[src/hdl/sngh_pkg.sv]
package sngh_pkg;

  localparam int SAMPLE_BITS = 24;
  localparam int COEF_W      = 24;
  localparam int GAIN_W      = 24;
  localparam int LEVEL_W     = 24;
  localparam int HOLD_W      = 20;
  localparam int CFG_IDX_W   = 3;
  localparam int CFG_DATA_W  = 24;

  localparam logic [GAIN_W-1:0]  UNITY_GAIN      = 24'd8388608;
  localparam logic [COEF_W-1:0]  BYPASS_COEF_DEF = 24'd16707642;
  localparam int                 QUEUE_DEPTH_DEF = 2;

  localparam logic [LEVEL_W-1:0] CLOSE_LEVEL_RST  = 24'd8389;
  localparam logic [LEVEL_W-1:0] OPEN_LEVEL_RST   = 24'd11850;
  localparam logic [HOLD_W-1:0]  HOLD_FRAMES_RST  = 20'd0;
  localparam logic [COEF_W-1:0]  FADE_OUT_RST     = 24'd16742315;
  localparam logic [COEF_W-1:0]  FADE_IN_RST      = 24'd16775468;
  localparam logic [COEF_W-1:0]  DET_ATTACK_RST   = 24'd16437282;
  localparam logic [COEF_W-1:0]  DET_RELEASE_RST  = 24'd16742315;

  typedef logic signed [SAMPLE_BITS-1:0] sample_t;
  typedef logic [SAMPLE_BITS-1:0]        mag_t;

  typedef struct packed {
    sample_t left_in;
    sample_t right_in;
  } in_beat_t;

  typedef struct packed {
    sample_t           left_out;
    sample_t           right_out;
    logic [GAIN_W-1:0] gain_now;
    logic              is_open;
  } out_beat_t;

  typedef struct packed {
    sample_t left;
    sample_t right;
    mag_t    det;
  } work_t;

  typedef struct packed {
    logic               gate_enable;
    logic [LEVEL_W-1:0] close_level;
    logic [LEVEL_W-1:0] open_level;
    logic [HOLD_W-1:0]  hold_frames;
    logic [COEF_W-1:0]  fade_out_coef;
    logic [COEF_W-1:0]  fade_in_coef;
    logic [COEF_W-1:0]  detector_attack_coef;
    logic [COEF_W-1:0]  detector_release_coef;
  } cfg_t;

  typedef enum logic [CFG_IDX_W-1:0] {
    CFG_GATE_ENABLE,
    CFG_CLOSE_LEVEL,
    CFG_OPEN_LEVEL,
    CFG_HOLD_FRAMES,
    CFG_FADE_OUT_COEF,
    CFG_FADE_IN_COEF,
    CFG_DET_ATTACK_COEF,
    CFG_DET_RELEASE_COEF
  } cfg_idx_t;

  typedef enum logic [2:0] {
    S_IDLE,
    S_ENVUPD,
    S_GATE,
    S_GAIN,
    S_GAINUPD,
    S_LEFT,
    S_RIGHT,
    S_OUT
  } back_state_t;

endpackage

[src/hdl/sngh_front.sv]
module sngh_front (
  input  logic               clk,
  input  logic               rst,
  input  logic               in_valid,
  output logic               in_ready,
  input  sngh_pkg::in_beat_t in_data,
  output logic               q_valid,
  input  logic               q_ready,
  output sngh_pkg::work_t    q_data
);
  import sngh_pkg::*;

  logic  st_valid;
  work_t st;
  mag_t  mag_l;
  mag_t  mag_r;

  // full-scale negative wraps to 2^(N-1), which is the right magnitude unsigned
  assign mag_l = in_data.left_in[SAMPLE_BITS-1]  ? mag_t'(-in_data.left_in)  : mag_t'(in_data.left_in);
  assign mag_r = in_data.right_in[SAMPLE_BITS-1] ? mag_t'(-in_data.right_in) : mag_t'(in_data.right_in);

  assign in_ready = !st_valid || q_ready;
  assign q_valid  = st_valid;
  assign q_data   = st;

  always_ff @(posedge clk) begin
    if (rst) begin
      st_valid <= 1'b0;
    end else if (in_valid && in_ready) begin
      st_valid <= 1'b1;
    end else if (q_ready) begin
      st_valid <= 1'b0;
    end
  end

  always_ff @(posedge clk) begin
    if (in_valid && in_ready) begin
      st.left  <= in_data.left_in;
      st.right <= in_data.right_in;
      st.det   <= (mag_l > mag_r) ? mag_l : mag_r;
    end
  end

endmodule

[src/hdl/sngh_fifo.sv]
module sngh_fifo #(
  parameter int DEPTH = sngh_pkg::QUEUE_DEPTH_DEF
) (
  input  logic            clk,
  input  logic            rst,
  input  logic            push_valid,
  output logic            push_ready,
  input  sngh_pkg::work_t push_data,
  output logic            pop_valid,
  input  logic            pop_ready,
  output sngh_pkg::work_t pop_data
);
  import sngh_pkg::*;

  localparam int PTR_W = (DEPTH > 1) ? $clog2(DEPTH) : 1;
  localparam int CNT_W = $clog2(DEPTH + 1);
  localparam logic [PTR_W-1:0] LAST = PTR_W'(DEPTH - 1);

  work_t            mem [DEPTH];
  logic [PTR_W-1:0] wr_ptr;
  logic [PTR_W-1:0] rd_ptr;
  logic [CNT_W-1:0] count;
  logic             do_push;
  logic             do_pop;

  assign push_ready = (count != CNT_W'(DEPTH));
  assign pop_valid  = (count != '0);
  assign pop_data   = mem[rd_ptr];
  assign do_push    = push_valid && push_ready;
  assign do_pop     = pop_valid && pop_ready;

  always_ff @(posedge clk) begin
    if (rst) begin
      wr_ptr <= '0;
      rd_ptr <= '0;
      count  <= '0;
    end else begin
      if (do_push) begin
        wr_ptr <= (wr_ptr == LAST) ? '0 : wr_ptr + 1'b1;
      end
      if (do_pop) begin
        rd_ptr <= (rd_ptr == LAST) ? '0 : rd_ptr + 1'b1;
      end
      if (do_push && !do_pop) begin
        count <= count + 1'b1;
      end else if (do_pop && !do_push) begin
        count <= count - 1'b1;
      end
    end
  end

  always_ff @(posedge clk) begin
    if (do_push) begin
      mem[wr_ptr] <= push_data;
    end
  end

  a_count_range: assert property (@(posedge clk) disable iff (rst)
    count <= CNT_W'(DEPTH))
    else $error("queue count beyond depth");

endmodule

[src/hdl/sngh_back.sv]
module sngh_back #(
  parameter logic [sngh_pkg::COEF_W-1:0] BYPASS_COEF = sngh_pkg::BYPASS_COEF_DEF
) (
  input  logic                clk,
  input  logic                rst,
  input  sngh_pkg::cfg_t      cfg,
  input  logic                q_valid,
  output logic                q_ready,
  input  sngh_pkg::work_t     q_data,
  output logic                out_valid,
  input  logic                out_ready,
  output sngh_pkg::out_beat_t out_data
);
  import sngh_pkg::*;

  localparam int A_W    = COEF_W + 1;
  localparam int B_W    = ((SAMPLE_BITS > GAIN_W) ? SAMPLE_BITS : GAIN_W) + 1;
  localparam int CMP_W  = B_W - 1;
  localparam int PROD_W = A_W + B_W;
  localparam logic signed [PROD_W-1:0] HALF24 = {{(PROD_W-24){1'b0}}, 1'b1, 23'd0};
  localparam logic signed [PROD_W-1:0] HALF23 = {{(PROD_W-23){1'b0}}, 1'b1, 22'd0};
  localparam logic signed [B_W-1:0]    UNITY_B = {{(B_W-GAIN_W){1'b0}}, UNITY_GAIN};

  back_state_t state, state_next;

  work_t                     cur;
  logic signed [PROD_W-1:0]  prod;
  logic signed [PROD_W-1:0]  prod_next;
  logic signed [A_W-1:0]     mul_a;
  logic signed [B_W-1:0]     mul_b;
  mag_t                      env;
  logic [GAIN_W-1:0]         gain;
  logic [HOLD_W-1:0]         below_cnt;
  logic                      open_flag;
  logic                      tgt_unity;
  logic [COEF_W-1:0]         coef_r;
  sample_t                   lout;

  logic signed [PROD_W-1:0]  sum24;
  logic signed [PROD_W-1:0]  sum23;
  logic signed [PROD_W-1:0]  rs24;
  logic signed [PROD_W-1:0]  rs23;
  logic signed [B_W-1:0]     env_sum;
  logic signed [B_W-1:0]     gain_sum;
  logic signed [B_W-1:0]     tgt_b;
  logic [GAIN_W-1:0]         gain_new;
  logic [CMP_W-1:0]          env_c;
  logic [CMP_W-1:0]          open_c;
  logic [CMP_W-1:0]          close_c;
  logic [HOLD_W-1:0]         cnt_inc;
  logic [HOLD_W-1:0]         cnt_next;
  logic                      open_next;
  logic [COEF_W-1:0]         coef_next;
  logic                      load_out;

  // shared multiplier
  assign prod_next = mul_a * mul_b;

  assign sum24 = prod + HALF24;
  assign sum23 = prod + HALF23;
  assign rs24  = sum24 >>> 24;
  assign rs23  = sum23 >>> 23;

  assign env_sum  = $signed({{(B_W-SAMPLE_BITS){1'b0}}, cur.det}) + rs24[B_W-1:0];
  assign tgt_b    = tgt_unity ? UNITY_B : '0;
  assign gain_sum = tgt_b + rs24[B_W-1:0];

  always_comb begin
    if (gain_sum[B_W-1]) begin
      gain_new = '0;
    end else if (gain_sum > UNITY_B) begin
      gain_new = UNITY_GAIN;
    end else begin
      gain_new = gain_sum[GAIN_W-1:0];
    end
  end

  // gate decision on the updated envelope
  assign env_c   = CMP_W'(env);
  assign open_c  = CMP_W'(cfg.open_level);
  assign close_c = CMP_W'(cfg.close_level);
  assign cnt_inc = (below_cnt < cfg.hold_frames) ? below_cnt + 1'b1 : below_cnt;

  always_comb begin
    open_next = open_flag;
    cnt_next  = below_cnt;
    coef_next = BYPASS_COEF;
    if (cfg.gate_enable) begin
      if (!open_flag) begin
        if (env_c >= open_c) begin
          open_next = 1'b1;
          cnt_next  = '0;
        end
      end else if (env_c <= close_c) begin
        cnt_next = cnt_inc;
        if (cnt_inc >= cfg.hold_frames) begin
          open_next = 1'b0;
        end
      end else begin
        cnt_next = '0;
      end
      // target is below the gain only when closing on a nonzero gain
      coef_next = (!open_next && gain != '0) ? cfg.fade_out_coef : cfg.fade_in_coef;
    end else begin
      open_next = 1'b1;
      cnt_next  = '0;
    end
  end

  assign load_out = (state == S_OUT) && (!out_valid || out_ready);

  always_ff @(posedge clk) begin
    if (rst) begin
      state <= S_IDLE;
    end else begin
      state <= state_next;
    end
  end

  always_comb begin
    state_next = state;
    q_ready    = 1'b0;
    mul_a      = {1'b0, coef_r};
    mul_b      = $signed({{(B_W-GAIN_W){1'b0}}, gain}) - tgt_b;
    unique case (state)
      S_IDLE: begin
        mul_a = (q_data.det > env) ? {1'b0, cfg.detector_attack_coef}
                                   : {1'b0, cfg.detector_release_coef};
        mul_b = $signed({{(B_W-SAMPLE_BITS){1'b0}}, env})
              - $signed({{(B_W-SAMPLE_BITS){1'b0}}, q_data.det});
        if (q_valid) begin
          q_ready    = 1'b1;
          state_next = S_ENVUPD;
        end
      end
      S_ENVUPD:  state_next = S_GATE;
      S_GATE:    state_next = S_GAIN;
      S_GAIN:    state_next = S_GAINUPD;
      S_GAINUPD: state_next = S_LEFT;
      S_LEFT: begin
        mul_a      = {1'b0, gain};
        mul_b      = {{(B_W-SAMPLE_BITS){cur.left[SAMPLE_BITS-1]}}, cur.left};
        state_next = S_RIGHT;
      end
      S_RIGHT: begin
        mul_a      = {1'b0, gain};
        mul_b      = {{(B_W-SAMPLE_BITS){cur.right[SAMPLE_BITS-1]}}, cur.right};
        state_next = S_OUT;
      end
      S_OUT: begin
        // keep the right-channel product while the output stalls
        mul_a = {1'b0, gain};
        mul_b = {{(B_W-SAMPLE_BITS){cur.right[SAMPLE_BITS-1]}}, cur.right};
        if (!out_valid || out_ready) begin
          state_next = S_IDLE;
        end
      end
      default: state_next = S_IDLE;
    endcase
  end

  always_ff @(posedge clk) begin
    if (rst) begin
      env       <= '0;
      gain      <= UNITY_GAIN;
      below_cnt <= '0;
      open_flag <= 1'b1;
      out_valid <= 1'b0;
    end else begin
      if (state == S_ENVUPD) begin
        env <= env_sum[SAMPLE_BITS-1:0];
      end
      if (state == S_GATE) begin
        below_cnt <= cnt_next;
        open_flag <= open_next;
      end
      if (state == S_GAINUPD) begin
        gain <= gain_new;
      end
      if (load_out) begin
        out_valid <= 1'b1;
      end else if (out_ready) begin
        out_valid <= 1'b0;
      end
    end
  end

  always_ff @(posedge clk) begin
    prod <= prod_next;
    if (state == S_IDLE && q_valid) begin
      cur <= q_data;
    end
    if (state == S_GATE) begin
      tgt_unity <= open_next;
      coef_r    <= coef_next;
    end
    if (state == S_OUT) begin
      lout <= lout;
    end
    if (state == S_RIGHT) begin
      lout <= rs23[SAMPLE_BITS-1:0];
    end
    if (load_out) begin
      out_data.left_out  <= lout;
      out_data.right_out <= rs23[SAMPLE_BITS-1:0];
      out_data.gain_now  <= gain;
      out_data.is_open   <= open_flag;
    end
  end

  a_gain_range: assert property (@(posedge clk) disable iff (rst)
    gain <= UNITY_GAIN)
    else $error("gate gain above unity");

  a_bypass_open: assert property (@(posedge clk) disable iff (rst)
    (state == S_GATE && !cfg.gate_enable) |=> open_flag)
    else $error("gate closed while disabled");

  a_out_wait: assert property (@(posedge clk) disable iff (rst)
    (state == S_OUT && out_valid && !out_ready) |=> (state == S_OUT))
    else $error("result overwritten before it was taken");

endmodule

[src/hdl/stereo_noise_gate_hold_hysteresis.sv]
// Stereo noise gate with hysteresis and hold. Each input beat is one stereo
// frame; each frame gives exactly one output beat with both samples scaled by
// the new gate gain (Q1.23), the gain itself and the open flag. The envelope
// follows max(|left|, |right|) with attack/release coefficients (Q0.24);
// levels are linear and compared directly. A front stage takes a frame and
// forms the detector value, a queue of QUEUE_DEPTH entries (two by default)
// decouples it from the back end, and the back end works on one frame at a
// time with its single shared multiplier, which serves in turn the envelope
// step, the gain step and each channel's scaling. An output register holds a
// finished result while the next frame is already being worked on. Registers
// are written through a plain write port; the user must write them only while
// no frame is in flight, and the block itself does not enforce it.
module stereo_noise_gate_hold_hysteresis #(
  parameter logic [sngh_pkg::COEF_W-1:0] BYPASS_COEF = sngh_pkg::BYPASS_COEF_DEF,
  parameter int                          QUEUE_DEPTH = sngh_pkg::QUEUE_DEPTH_DEF
) (
  input  logic                                clk,
  input  logic                                rst,
  input  logic                                in_valid,
  output logic                                in_ready,
  input  sngh_pkg::in_beat_t                  in_data,
  output logic                                out_valid,
  input  logic                                out_ready,
  output sngh_pkg::out_beat_t                 out_data,
  input  logic                                cfg_we,
  input  logic [sngh_pkg::CFG_IDX_W-1:0]      cfg_index,
  input  logic [sngh_pkg::CFG_DATA_W-1:0]     cfg_data
);
  import sngh_pkg::*;

  cfg_t  cfg;
  logic  fq_valid;
  logic  fq_ready;
  work_t fq_data;
  logic  bq_valid;
  logic  bq_ready;
  work_t bq_data;

  always_ff @(posedge clk) begin
    if (rst) begin
      cfg.gate_enable           <= 1'b0;
      cfg.close_level           <= CLOSE_LEVEL_RST;
      cfg.open_level            <= OPEN_LEVEL_RST;
      cfg.hold_frames           <= HOLD_FRAMES_RST;
      cfg.fade_out_coef         <= FADE_OUT_RST;
      cfg.fade_in_coef          <= FADE_IN_RST;
      cfg.detector_attack_coef  <= DET_ATTACK_RST;
      cfg.detector_release_coef <= DET_RELEASE_RST;
    end else if (cfg_we) begin
      unique case (cfg_idx_t'(cfg_index))
        CFG_GATE_ENABLE:      cfg.gate_enable           <= cfg_data[0];
        CFG_CLOSE_LEVEL:      cfg.close_level           <= cfg_data[LEVEL_W-1:0];
        CFG_OPEN_LEVEL:       cfg.open_level            <= cfg_data[LEVEL_W-1:0];
        CFG_HOLD_FRAMES:      cfg.hold_frames           <= cfg_data[HOLD_W-1:0];
        CFG_FADE_OUT_COEF:    cfg.fade_out_coef         <= cfg_data[COEF_W-1:0];
        CFG_FADE_IN_COEF:     cfg.fade_in_coef          <= cfg_data[COEF_W-1:0];
        CFG_DET_ATTACK_COEF:  cfg.detector_attack_coef  <= cfg_data[COEF_W-1:0];
        CFG_DET_RELEASE_COEF: cfg.detector_release_coef <= cfg_data[COEF_W-1:0];
        default: ;
      endcase
    end
  end

  sngh_front u_front (
    .clk      (clk),
    .rst      (rst),
    .in_valid (in_valid),
    .in_ready (in_ready),
    .in_data  (in_data),
    .q_valid  (fq_valid),
    .q_ready  (fq_ready),
    .q_data   (fq_data)
  );

  sngh_fifo #(
    .DEPTH (QUEUE_DEPTH)
  ) u_fifo (
    .clk        (clk),
    .rst        (rst),
    .push_valid (fq_valid),
    .push_ready (fq_ready),
    .push_data  (fq_data),
    .pop_valid  (bq_valid),
    .pop_ready  (bq_ready),
    .pop_data   (bq_data)
  );

  sngh_back #(
    .BYPASS_COEF (BYPASS_COEF)
  ) u_back (
    .clk       (clk),
    .rst       (rst),
    .cfg       (cfg),
    .q_valid   (bq_valid),
    .q_ready   (bq_ready),
    .q_data    (bq_data),
    .out_valid (out_valid),
    .out_ready (out_ready),
    .out_data  (out_data)
  );

endmodule
[config.mk]
export PLATFORM = sky130hd
export DESIGN_NAME = stereo_noise_gate_hold_hysteresis
export DESIGN_NICKNAME = d
export VERILOG_FILES = /design/src/hdl/sngh_pkg.sv /design/src/hdl/sngh_front.sv /design/src/hdl/sngh_fifo.sv /design/src/hdl/sngh_back.sv /design/src/hdl/stereo_noise_gate_hold_hysteresis.sv
export SDC_FILE = /design/constraint.sdc
export NUM_CORES = 2
export LEC_CHECK = 0
export BUFFER_PORTS_ARGS = -buffer_cell sky130_fd_sc_hd__buf_2
export CORE_MARGIN = 8
export CORE_UTILIZATION = 50
export CTS_CLUSTER_DIAMETER = 150
export DETAILED_ROUTE_END_ITERATION = 12
export GPL_TIMING_DRIVEN = 1
export PLACE_DENSITY = 0.76
export SETUP_SLACK_MARGIN = 0.2
export SYNTH_ARGS = -nofsm -noshare
export SYNTH_HDL_FRONTEND = slang
export SYNTH_SLANG_ARGS = --single-unit
[constraint.sdc]
create_clock -name clk -period 11.3 [get_ports clk]
set_input_delay 0.565 -clock clk [delete_from_list [all_inputs] [get_ports clk]]
set_output_delay 0.565 -clock clk [all_outputs]
set_load 0.05 [all_outputs]
==> metrics <==
clk_lat worst skew 660 ps; Global Route Usage Sum 0.272; synth unique cells 85; Cell Count, Final, Fillers Out ~6700; Mapped Cells 5098; Yosys reg bits between 600 and 700; Largest stage delay, worst path 660 ps; minimum clock period 10720 ps; Worst slew margin 0.155; sequential share of the synthesized area 0.347; Final Net Count between 6000 and 7000; initial antenna violation count 5; CTS tree done; Final HPWL DP about 120000 um; final setup fails 0; RSZ-0062 raised after global routing no; max layer used met5; Die ar. roughly 110000 sq um; Syn Nets approximately 6100; 1st-pass router iterations 9; fill count roughly 8700; Crit path required time about 12000 ps; die height 336 um; htree depth 3; Clock Skew 35.9 ps; WL met1 between 50000 and 60000 um; post-route setup TNS 0 ps; met3 routed WL ~14000 um; first-pass GRT wire length between 200000 and 250000 um; WL/cell between 20 and 25 um; DP Worst Slack 169 ps; WS Path Type flop to flop; WP data arrival between 10000 and 15000 ps; hold buffers post-CTS 0; Least-Margin Pin Slew approximately 1300 ps; status finished, final reports clean; Synth area leaders edfxtp_1 24%, fa_1 20%, dfxtp_1 11%, ha_1 9.2%, inv_1 5.4%; Synth Flop Type edfxtp_1; commonest cells after routing, fill and taps aside 740 x inv_1, 717 x nand2_1, 504 x fa_1; Post-synth ARST share 0; Hold Vio Cnt, Final 0; CTS clock-pin slew for the worst setup and hold paths 60 ps; # IOs approximately 160; commonest non-fill, non-tap cell in the layout inv_1; most used cell, CP fa_1; EDFF count, synth 410; # rows around 120; First DRT Iteration DRCs 3709; yosys warns 0; Initial Util 0.503; Hold Crit Class input port to flop; clk sinks slightly below 700; DR vias/cell about 5.7; Startpoint Class flop; worst setup margin 583 ps; CP Capture Type flop; WL final 155000 um; final worst path period share 0.948; critical path fanouts, max 13; post-synth top area share 0.241; Max Fclk 93.3 MHz; final instance area approximately 57000 sq um; via count approximately 38000; area delta synth->final 11.4%; number of CTS-inserted buffers 73; core footprint roughly 100000 sq um; Critical Path Slowest Stage Cell a2111oi_4; share of cells above drive strength 1 0.113; Post-route DRC 0; Clock Tree Buf Depth 3; Root Driver clkbuf_16; Mean Syn Cell Area around 10 sq um; fin. max-slew vios 0; total gr overflow 0; Post-Syn Area 51100 sq um; area leader, netlist edfxtp_1; die width about 340 um; DRT antenna net count 0; MaxCap Viol Count 0; met2 routed WL between 70000 and 80000 um; Placer Congestion between 1 and 1.5; IO Port Bufs 154; dpl cell area around 54000 sq um; largest net degree at the start of global routing 88; vias in the first global route about 39000; placed insts 6539
per-layer routing:
metal,track usage,up-vias
met1,0.334,18900
met3,0.0588,443
met5,0,-
li1,-,17200
met2,0.453,1816
met4,0.140,2
per-stage QoR:
step	hold slack, ps	util
final	129	0.561
after global routing	114	0.561
after CTS	96.5	0.555
after detailed placement	405	0.531
after global placement	401	0.531
after floorplan	400	-
worst paths after layout:
check | startpoint | cells past startpoint | slack, ps | to
setup / recovery | flop | 36 | 580 | u_back.prod[42]
hold / removal | in_data[39] | 1 | 130 | u_front.q_data[63]
setup reg to reg | flop | 36 | 580 | u_back.prod[42]
hold reg to reg | u_back.lout[17] | 0 | 410 | u_back.out_data[66]
Yosys cell counts (all sizes together), types with 21 or more instances:
master / number
inv: 741
nand2: 719
fa: 504
nor2: 449
edfxtp: 410
ha: 375
dfxtp: 271
a21oi: 210
clkbuf: 163
mux2i: 101
xnor2: 100
o21ai: 92
xor2: 79
a21o: 76
nand3: 64
buf: 58
nor2b: 56
nand3b: 54
mux2: 52
a221oi: 39
a221o: 36
nor3: 35
a211o: 34
nand4: 34
nand2b: 30
o21a: 28
a22oi: 24
nor4: 23
and2: 22
and3: 21
critical path, delay by kind of cell, from the launching register on:
family	cells	cell delay, ps
fa+ha+maj	10	4480
compound gates	11	3220
simple gates	7	1180
buf+inv	5	610
flops	1	450
mux	1	380
xor+xnor	2	270
final cells by class:
class	count	area, sq um	area share
repair buffers	321	2110	0.0370
clock inverters	44	556	0.00975
clock buffers	89	1920	0.0337
well taps	1368	1710	0.0301
inverters	742	2790	0.0489
multi-input cells	3454	30100	0.529
flip-flops and latches	681	17700	0.311
diodes	2	5.00	0.0000879
timing repair:
action                                  CTS  global route
endpoints found under the setup margin    2            19
pin swaps                                 1            11
buffers inserted                          0            27
gates resized for setup                   2            74
endpoints found under the hold margin     0             0
cloned                                    0             0
flip-flops by register name (all words and copies together), names as in the netlist, named ones only:
name / flops
cfg: 165
u_back.below_cnt: 20
u_back.coef_r: 24
u_back.cur: 72
u_back.env: 24
u_back.gain: 24
u_back.lout: 24
u_back.open_flag: 1
u_back.out_data: 73
u_back.out_valid: 1
u_back.prod: 27
u_back.state: 3
u_back.tgt_unity: 1
u_fifo.count: 2
u_fifo.mem: 144
u_fifo.rd_ptr: 1
u_fifo.wr_ptr: 1
u_front.q_data: 72
u_front.q_valid: 1
cells by family after synthesis:
| logic type | Yosys count | share of synthesized area |
|---|---|---|
| AO/OA/AOI/OAI | 687 | 0.0968 |
| XOR/XNOR | 179 | 0.0307 |
| adder cells (fa/ha/maj) | 879 | 0.289 |
| buffers and inverters | 963 | 0.0719 |
| flip-flops | 681 | 0.347 |
| multiplexers | 153 | 0.0312 |
| AND/OR/NAND/NOR | 1556 | 0.133 |
Power is not shown: default switching activity piles up to over one toggle a cycle in this logic, so the estimate is an artifact.
